==> src/sv/rfm_pkg.sv <==
package rfm_pkg;

    localparam int CAPTURE_BITS = 16;
    localparam int FREQ_W       = 16;
    localparam int BP_W         = 14;
    localparam int CFG_INDEX_W  = 3;
    localparam int CFG_DATA_W   = 16;

    // floor(N / (992 * c)) == floor(floor(N / 992) / c)
    localparam longint FREQ_NUMERATOR = 64'd1048576000;
    localparam longint COUNT_SCALE    = 64'd992;
    localparam longint DIVIDEND       = FREQ_NUMERATOR / COUNT_SCALE;
    localparam int     QUOT_W         = $clog2(DIVIDEND + 1);
    localparam int     STEP_W         = $clog2(QUOT_W);
    localparam int     PROD_W         = FREQ_W + BP_W;

    localparam logic [QUOT_W-1:0] DIVIDEND_C = QUOT_W'(DIVIDEND);
    localparam logic [FREQ_W-1:0] FREQ_MAX   = '1;
    localparam logic [BP_W-1:0]   BP_SCALE   = BP_W'(10000);

    localparam logic [CFG_INDEX_W-1:0] CFG_BAND_ONE_LIMIT   = 3'd0;
    localparam logic [CFG_INDEX_W-1:0] CFG_BAND_TWO_LIMIT   = 3'd1;
    localparam logic [CFG_INDEX_W-1:0] CFG_BAND_THREE_LIMIT = 3'd2;
    localparam logic [CFG_INDEX_W-1:0] CFG_BAND_FOUR_LIMIT  = 3'd3;
    localparam logic [CFG_INDEX_W-1:0] CFG_BAND_ONE_BP      = 3'd4;
    localparam logic [CFG_INDEX_W-1:0] CFG_BAND_TWO_BP      = 3'd5;
    localparam logic [CFG_INDEX_W-1:0] CFG_BAND_THREE_BP    = 3'd6;
    localparam logic [CFG_INDEX_W-1:0] CFG_BAND_FOUR_BP     = 3'd7;

    localparam logic [FREQ_W-1:0] RST_BAND_ONE_LIMIT   = 16'd5000;
    localparam logic [FREQ_W-1:0] RST_BAND_TWO_LIMIT   = 16'd10000;
    localparam logic [FREQ_W-1:0] RST_BAND_THREE_LIMIT = 16'd17000;
    localparam logic [FREQ_W-1:0] RST_BAND_FOUR_LIMIT  = 16'd20000;
    localparam logic [BP_W-1:0]   RST_BAND_ONE_BP      = 14'd46;
    localparam logic [BP_W-1:0]   RST_BAND_TWO_BP      = 14'd90;
    localparam logic [BP_W-1:0]   RST_BAND_THREE_BP    = 14'd230;
    localparam logic [BP_W-1:0]   RST_BAND_FOUR_BP     = 14'd800;

    typedef enum logic [4:0] {
        ST_IDLE   = 5'b00001,
        ST_DIV    = 5'b00010,
        ST_BAND   = 5'b00100,
        ST_MUL    = 5'b01000,
        ST_DECIDE = 5'b10000
    } state_t;

    typedef struct packed {
        logic load;
        logic div_step;
        logic band;
        logic mul;
        logic commit;
    } dp_cmd_t;

    typedef struct packed {
        logic zero_pair;
    } dp_status_t;

endpackage

==> src/sv/rfm_ctrl.sv <==
module rfm_ctrl (
    input  logic                aclk,
    input  logic                aresetn,
    input  logic                s_valid,
    output logic                s_ready,
    output logic                m_valid,
    input  logic                m_ready,
    input  rfm_pkg::dp_status_t status,
    output rfm_pkg::dp_cmd_t    cmd
);

    rfm_pkg::state_t                state_reg, state_next;
    logic [rfm_pkg::STEP_W-1:0]     cnt_reg, cnt_next;
    logic                           m_valid_reg, m_valid_next;

    assign s_ready = (state_reg == rfm_pkg::ST_IDLE);
    assign m_valid = m_valid_reg;

    always_comb begin
        state_next = state_reg;
        cnt_next   = cnt_reg;
        cmd        = '0;
        unique case (state_reg)
            rfm_pkg::ST_IDLE: begin
                // a pair of zero stamps is taken and dropped
                if (s_valid && !status.zero_pair) begin
                    cmd.load   = 1'b1;
                    cnt_next   = '0;
                    state_next = rfm_pkg::ST_DIV;
                end
            end
            rfm_pkg::ST_DIV: begin
                cmd.div_step = 1'b1;
                if (cnt_reg == rfm_pkg::STEP_W'(rfm_pkg::QUOT_W - 1)) begin
                    state_next = rfm_pkg::ST_BAND;
                end else begin
                    cnt_next = cnt_reg + 1'b1;
                end
            end
            rfm_pkg::ST_BAND: begin
                cmd.band   = 1'b1;
                state_next = rfm_pkg::ST_MUL;
            end
            rfm_pkg::ST_MUL: begin
                cmd.mul    = 1'b1;
                state_next = rfm_pkg::ST_DECIDE;
            end
            rfm_pkg::ST_DECIDE: begin
                if (!m_valid_reg || m_ready) begin
                    cmd.commit = 1'b1;
                    state_next = rfm_pkg::ST_IDLE;
                end
            end
            default: state_next = rfm_pkg::ST_IDLE;
        endcase
    end

    always_comb begin
        priority if (cmd.commit) begin
            m_valid_next = 1'b1;
        end else if (m_ready) begin
            m_valid_next = 1'b0;
        end else begin
            m_valid_next = m_valid_reg;
        end
    end

    always_ff @(posedge aclk) begin
        if (!aresetn) begin
            state_reg   <= rfm_pkg::ST_IDLE;
            cnt_reg     <= '0;
            m_valid_reg <= 1'b0;
        end else begin
            state_reg   <= state_next;
            cnt_reg     <= cnt_next;
            m_valid_reg <= m_valid_next;
        end
    end

endmodule

==> src/sv/rfm_datapath.sv <==
module rfm_datapath (
    input  logic                                aclk,
    input  logic                                aresetn,
    input  logic                                cfg_wr_en,
    input  logic [rfm_pkg::CFG_INDEX_W-1:0]     cfg_index,
    input  logic [rfm_pkg::CFG_DATA_W-1:0]      cfg_data,
    input  logic [rfm_pkg::CAPTURE_BITS-1:0]    s_first_edge,
    input  logic [rfm_pkg::CAPTURE_BITS-1:0]    s_second_edge,
    input  rfm_pkg::dp_cmd_t                    cmd,
    output rfm_pkg::dp_status_t                 status,
    output logic [rfm_pkg::FREQ_W-1:0]          m_measured_freq,
    output logic                                m_display_update,
    output logic [rfm_pkg::FREQ_W-1:0]          m_shown_freq
);

    localparam int CB = rfm_pkg::CAPTURE_BITS;
    localparam int QW = rfm_pkg::QUOT_W;
    localparam int FW = rfm_pkg::FREQ_W;
    localparam int BW = rfm_pkg::BP_W;
    localparam int PW = rfm_pkg::PROD_W;

    // configuration
    logic [FW-1:0] lim_reg [4];
    logic [BW-1:0] bp_reg  [4];

    always_ff @(posedge aclk) begin
        if (!aresetn) begin
            lim_reg[0] <= rfm_pkg::RST_BAND_ONE_LIMIT;
            lim_reg[1] <= rfm_pkg::RST_BAND_TWO_LIMIT;
            lim_reg[2] <= rfm_pkg::RST_BAND_THREE_LIMIT;
            lim_reg[3] <= rfm_pkg::RST_BAND_FOUR_LIMIT;
            bp_reg[0]  <= rfm_pkg::RST_BAND_ONE_BP;
            bp_reg[1]  <= rfm_pkg::RST_BAND_TWO_BP;
            bp_reg[2]  <= rfm_pkg::RST_BAND_THREE_BP;
            bp_reg[3]  <= rfm_pkg::RST_BAND_FOUR_BP;
        end else if (cfg_wr_en) begin
            unique case (cfg_index)
                rfm_pkg::CFG_BAND_ONE_LIMIT:   lim_reg[0] <= cfg_data;
                rfm_pkg::CFG_BAND_TWO_LIMIT:   lim_reg[1] <= cfg_data;
                rfm_pkg::CFG_BAND_THREE_LIMIT: lim_reg[2] <= cfg_data;
                rfm_pkg::CFG_BAND_FOUR_LIMIT:  lim_reg[3] <= cfg_data;
                rfm_pkg::CFG_BAND_ONE_BP:      bp_reg[0]  <= cfg_data[BW-1:0];
                rfm_pkg::CFG_BAND_TWO_BP:      bp_reg[1]  <= cfg_data[BW-1:0];
                rfm_pkg::CFG_BAND_THREE_BP:    bp_reg[2]  <= cfg_data[BW-1:0];
                rfm_pkg::CFG_BAND_FOUR_BP:     bp_reg[3]  <= cfg_data[BW-1:0];
                default: ;
            endcase
        end
    end

    assign status.zero_pair = (s_first_edge == '0) && (s_second_edge == '0);

    // restoring divider: DIVIDEND / count, one quotient bit per cycle
    logic [CB-1:0] div_reg;
    logic [CB-1:0] rem_reg, rem_next;
    logic [QW-1:0] q_reg, q_next;
    logic [CB:0]   trial;
    logic          fits;

    assign trial = {rem_reg, q_reg[QW-1]};
    assign fits  = (trial >= {1'b0, div_reg});

    always_comb begin
        rem_next = rem_reg;
        q_next   = q_reg;
        if (cmd.load) begin
            rem_next = '0;
            q_next   = rfm_pkg::DIVIDEND_C;
        end else if (cmd.div_step) begin
            rem_next = fits ? CB'(trial - {1'b0, div_reg}) : trial[CB-1:0];
            q_next   = {q_reg[QW-2:0], fits};
        end
    end

    always_ff @(posedge aclk) begin
        rem_reg <= rem_next;
        q_reg   <= q_next;
        if (cmd.load) begin
            div_reg <= s_second_edge - s_first_edge;
        end
    end

    // band selection and difference
    logic [FW-1:0] last_reg;
    logic [FW-1:0] f_reg, f_calc;
    logic [FW-1:0] diff_reg, diff_calc;
    logic [BW-1:0] thr_reg, thr_calc;
    logic          in_band_reg, in_band_calc;
    logic          sat;

    assign sat    = (div_reg == '0) || (q_reg[QW-1:FW] != '0);
    assign f_calc = sat ? rfm_pkg::FREQ_MAX : q_reg[FW-1:0];
    assign diff_calc = (f_calc > last_reg) ? (f_calc - last_reg) : (last_reg - f_calc);

    always_comb begin
        in_band_calc = 1'b1;
        priority if (f_calc <= lim_reg[0]) begin
            thr_calc = bp_reg[0];
        end else if (f_calc <= lim_reg[1]) begin
            thr_calc = bp_reg[1];
        end else if (f_calc <= lim_reg[2]) begin
            thr_calc = bp_reg[2];
        end else if (f_calc <= lim_reg[3]) begin
            thr_calc = bp_reg[3];
        end else begin
            thr_calc     = '0;
            in_band_calc = 1'b0;
        end
    end

    always_ff @(posedge aclk) begin
        if (cmd.band) begin
            f_reg       <= f_calc;
            diff_reg    <= diff_calc;
            thr_reg     <= thr_calc;
            in_band_reg <= in_band_calc;
        end
    end

    // scaled comparison operands
    logic [PW-1:0] lhs_reg, rhs_reg;

    always_ff @(posedge aclk) begin
        if (cmd.mul) begin
            lhs_reg <= PW'(diff_reg) * PW'(rfm_pkg::BP_SCALE);
            rhs_reg <= PW'(thr_reg) * PW'(last_reg);
        end
    end

    // decision and result register
    logic          upd;
    logic [FW-1:0] last_next;
    logic [FW-1:0] meas_reg, shown_reg;
    logic          upd_reg;

    assign upd       = (last_reg == '0) || (in_band_reg && (lhs_reg > rhs_reg));
    assign last_next = (cmd.commit && upd) ? f_reg : last_reg;

    always_ff @(posedge aclk) begin
        if (!aresetn) begin
            last_reg <= '0;
        end else begin
            last_reg <= last_next;
        end
    end

    always_ff @(posedge aclk) begin
        if (cmd.commit) begin
            meas_reg  <= f_reg;
            upd_reg   <= upd;
            shown_reg <= last_next;
        end
    end

    assign m_measured_freq  = meas_reg;
    assign m_display_update = upd_reg;
    assign m_shown_freq     = shown_reg;

endmodule

==> src/sv/reciprocal_freq_meter_with_hysteresis.sv <==
// Reciprocal frequency meter with display hysteresis. Each input transfer
// carries two timer captures; their wrapped difference is the period count
// and the result is floor(2^20 / (0.992 * count)), saturated at 65535 (also
// for a zero count). A pair of zero captures is consumed with no result. The
// shown frequency is replaced when the change exceeds the threshold of the
// band the new value falls in, in basis points of the shown value; above the
// top band it holds. While the shown value is zero, it is always replaced.
// Each item passes the bit-serial restoring divider (one quotient bit per
// cycle), then band select, multiply and decide. A new item is taken as
// soon as the previous one has been placed in the output register, even
// while that result waits. Configuration writes take effect at once and
// belong in idle periods.
module reciprocal_freq_meter_with_hysteresis (
    input  logic                                aclk,
    input  logic                                aresetn,
    input  logic                                cfg_wr_en,
    input  logic [rfm_pkg::CFG_INDEX_W-1:0]     cfg_index,
    input  logic [rfm_pkg::CFG_DATA_W-1:0]      cfg_data,
    input  logic                                s_valid,
    output logic                                s_ready,
    input  logic [rfm_pkg::CAPTURE_BITS-1:0]    s_first_edge,
    input  logic [rfm_pkg::CAPTURE_BITS-1:0]    s_second_edge,
    output logic                                m_valid,
    input  logic                                m_ready,
    output logic [rfm_pkg::FREQ_W-1:0]          m_measured_freq,
    output logic                                m_display_update,
    output logic [rfm_pkg::FREQ_W-1:0]          m_shown_freq
);

    rfm_pkg::dp_cmd_t    cmd;
    rfm_pkg::dp_status_t status;

    rfm_ctrl u_ctrl (
        .aclk    (aclk),
        .aresetn (aresetn),
        .s_valid (s_valid),
        .s_ready (s_ready),
        .m_valid (m_valid),
        .m_ready (m_ready),
        .status  (status),
        .cmd     (cmd)
    );

    rfm_datapath u_datapath (
        .aclk             (aclk),
        .aresetn          (aresetn),
        .cfg_wr_en        (cfg_wr_en),
        .cfg_index        (cfg_index),
        .cfg_data         (cfg_data),
        .s_first_edge     (s_first_edge),
        .s_second_edge    (s_second_edge),
        .cmd              (cmd),
        .status           (status),
        .m_measured_freq  (m_measured_freq),
        .m_display_update (m_display_update),
        .m_shown_freq     (m_shown_freq)
    );

endmodule

==> config.mk <==
export PLATFORM = sky130hd
export DESIGN_NAME = reciprocal_freq_meter_with_hysteresis
export DESIGN_NICKNAME = d
export VERILOG_FILES = /design/src/sv/rfm_pkg.sv /design/src/sv/rfm_ctrl.sv /design/src/sv/rfm_datapath.sv /design/src/sv/reciprocal_freq_meter_with_hysteresis.sv
export SDC_FILE = /design/constraint.sdc
export NUM_CORES = 1
export LEC_CHECK = 0
export BUFFER_PORTS_ARGS = -buffer_cell sky130_fd_sc_hd__buf_2
export CAP_MARGIN = 20
export CORE_UTILIZATION = 65
export CTS_CLUSTER_SIZE = 24
export DETAILED_ROUTE_END_ITERATION = 16
export GPL_ROUTABILITY_DRIVEN = 0
export HOLD_SLACK_MARGIN = 0.1
export PLACE_DENSITY_LB_ADDON = 0.25
export SKIP_LAST_GASP = 1
export SYNTH_ARGS = -nofsm -noshare
export SYNTH_HDL_FRONTEND = slang
export SYNTH_SLANG_ARGS = --single-unit
==> constraint.sdc <==
create_clock -name aclk -period 10.6 [get_ports aclk]
set_input_delay 0.53 -clock aclk [delete_from_list [all_inputs] [get_ports aclk]]
set_output_delay 0.53 -clock aclk [all_outputs]
set_load 0.02 [all_outputs]
==> out/results.ini <==
[power]
p_switching_uw=871
p_sw_share_pct=26.2
p_total_uw=3320
combinationalPowerShare_pct=14.4
cellLeakagePower_uw=0.0139
pwr-share-clk_pct=40.3
pwr-share-seq_pct=45.3
powerDensity_mw_per_mm2=112
peakVddDrop_v=0.000132
intPower_uw=2450

[die]
core.rowCount=74
fp.dieArea_sq_mm=0.0430
die_y_um=207
core_sq_mm=0.0412
start_util_pct=66.6
fp.dieW_um=207
ios=91

[job]
maxCapViolCount=0

[route]
vias=19600
routed_via_density=5.90
avgRoutedWirePerCell_um=19.1
dr.pass1.iters=6
antenna_left=0
wirelength_mm=63.4
drtIter0Drc=1545
drc=0

[clock_network]
clockRootBuffer=clkbuf_16
hold_buffers=0
cts.path.max_buffers=3
cts_tree=done
clock-sinks=336
clk_pin_slew_ns=0.06
htreeDepth=2
post-cts-setup-buffers=0
clk_latency_ns=0.58
numCtsBuffers=38
cts-resized-gates=0

[yosys]
synth.avg_cell_area_sq_um=10.2
muxShareOfSynthArea_pct=1.56
synth_cells=2685
synth-simple-area-share_pct=14.8
yosysWarningCount=0
synth_top_family_by_area=adder cells
yosysUniqueCellTypes=79
synthAdderAreaFrac_pct=29.4
synthXorXnorAreaFrac_pct=2.65
synthesis.area_sq_mm=0.0274
synth_compound_area_share_pct=10.1
synth-seq-area-share_pct=34.4
synth_seq_cells=336
synth_edf_count=272
synth_ff_type=edfxtp_1
syn_nets=3263
synthArstFlopShare_pct=0

[sta]
worst_slew_pin_slew_ns=1.09
rsz0062_at_grt=false
skew_ns=0.0418
fin_tns_setup_ns=0
fmaxAchievable_mhz=144
period_needed_ns=6.94
report.final.slew_viol_count=0
setup-violations-final=0
finalCritPeriodShare_pct=65.5
timing.final.hold_violations=0
relSlewSlack_pct=27.2

[finish]
drive_above_1_share_pct=8.25
antennaDiodeCount=0
layout.nets=3338
largest_reg_flops=64
synthToLayoutAreaGrowth_pct=8.34

[worst_setup_path]
critPathRequiredTime_ns=10.89
worst_r2r_path_depth=19
path_max_fanout=18
cp-start-kind=flip-flop
critPathKind=flip-flop to flip-flop
critPathCaptureType=flip-flop
crit_arrival_ns=7.23

[grt]
grt_max_degree=58
grt_util_all_layers_pct=29.8
grt_pass1_vias=19800
overflow=0
grt_antenna_before_repair=0
grt_pass1_wl_mm=101

[outcome]
status=finished clean

[min_path]
hold_depth=2
min_path_type=primary input to flip-flop

[placement]
hpwl_mm=48.2
port_buffers=90

-- cell usage after synthesis, types with 32 or more instances --
master / n / share of area, %
a21o_1: 61 / 1.7
a21oi_1: 127 / 2.3
and2_1: 208 / 4.7
clkbuf_1: 65 / 0.89
dfxtp_1: 64 / 4.7
edfxtp_1: 272 / 30
fa_1: 204 / 15
ha_1: 318 / 15
inv_1: 430 / 5.9
nand2_1: 239 / 3.3
nand2b_1: 32 / 0.73
nor2_1: 88 / 1.2
o21ai_0: 57 / 1.0
or3_1: 35 / 0.80
xnor2_1: 56 / 1.8
-- power by group through the flow --
stage	logic, uW	clock network, uW	registers (uW)
2_1_floorplan	335	0	1520
3_3_place_gp	444	0	1530
3_5_place_dp	464	0	1530
4_1_cts	467	1360	1500
5_1_grt	526	1400	1510
6_report	478	1340	1500
-- per-stage QoR --
stage          area, sq um  std cells  utilization [%]  hold WS [ns]  setup slack [ns]
3_5_place_dp         28400       3249             69.0         0.431              3.74
3_3_place_gp         28400       3248             68.9         0.426              3.96
6_report             29700       3321             72.1         0.303              3.66
2_1_floorplan        27400       2685                -         0.420              4.33
4_1_cts              29700       3318             72.0         0.287              3.70
5_1_grt              29700       3321             72.1         0.302              3.32
-- worst paths after layout --
kind	startpoint	endpoint	slack [ns]
min	cfg_data[14]	u_datapath.lim_reg[3][14]	0.30
min reg2reg	u_datapath.f_reg[13]	u_datapath.m_measured_freq[13]	0.45
max	u_datapath.last_reg[5]	u_datapath.rhs_reg[28]	3.66
max reg2reg	u_datapath.last_reg[5]	u_datapath.rhs_reg[28]	3.66
-- area by class of cell --
class	count	area, sq um
flip-flops and latches	336	9450
repair buffers	112	636
inverters	430	1610
clock buffers	52	1000
fillers	2865	11500
well taps	532	666
clock inverters	17	269
multi-input cells	1842	16100
-- cell usage in the layout, fill, tap and decap left out, types with 21 or more instances in the layout --
cell	n
a21oi_1	127
or3_1	35
and3_1	24
inv_1	430
xnor2_1	56
nand2b_1	32
o21ai_0	51
fa_1	204
dfxtp_1	64
o21a_1	25
nor4_1	21
ha_1	318
buf_4	21
nand3_1	29
buf_2	90
xor2_1	27
nand4_1	29
nor2_1	87
nand2_1	239
edfxtp_1	272
and2_1	208
a21o_1	61
clkbuf_16	38
-- worst max-delay path, stage by stage (launching register included) --
cell	delay, ns
dfxtp_1	0.79
nand2_1	0.18
fa_1	0.57
inv_1	0.05
fa_1	0.46
fa_1	0.52
fa_1	0.52
fa_1	0.56
inv_1	0.06
fa_1	0.53
inv_1	0.04
ha_1	0.35
a211oi_1	0.33
nand3_1	0.13
a211oi_2	0.30
o21ai_1	0.16
o41ai_2	0.46
o21bai_1	0.17
a2111oi_2	0.35
xnor2_1	0.11
-- metal layers --
layer  share of wire, %  track usage (%)
met5                  0                0
met4                3.3             10.4
met3                7.0             4.74
met2                 49             51.4
met1                 41             38.3
-- cells by family (layout without fill, tap and decap cells) --
kind of cell	Yosys count	in the layout
adder cells (fa/ha/maj)	522	522
multiplexers	40	40
buffers and inverters	507	611
XOR/XNOR	83	83
AND/OR/NAND/NOR	781	781
flip-flops	336	336
AO/OA/AOI/OAI	416	416
Note: power is estimated with default switching activity, not from simulation.
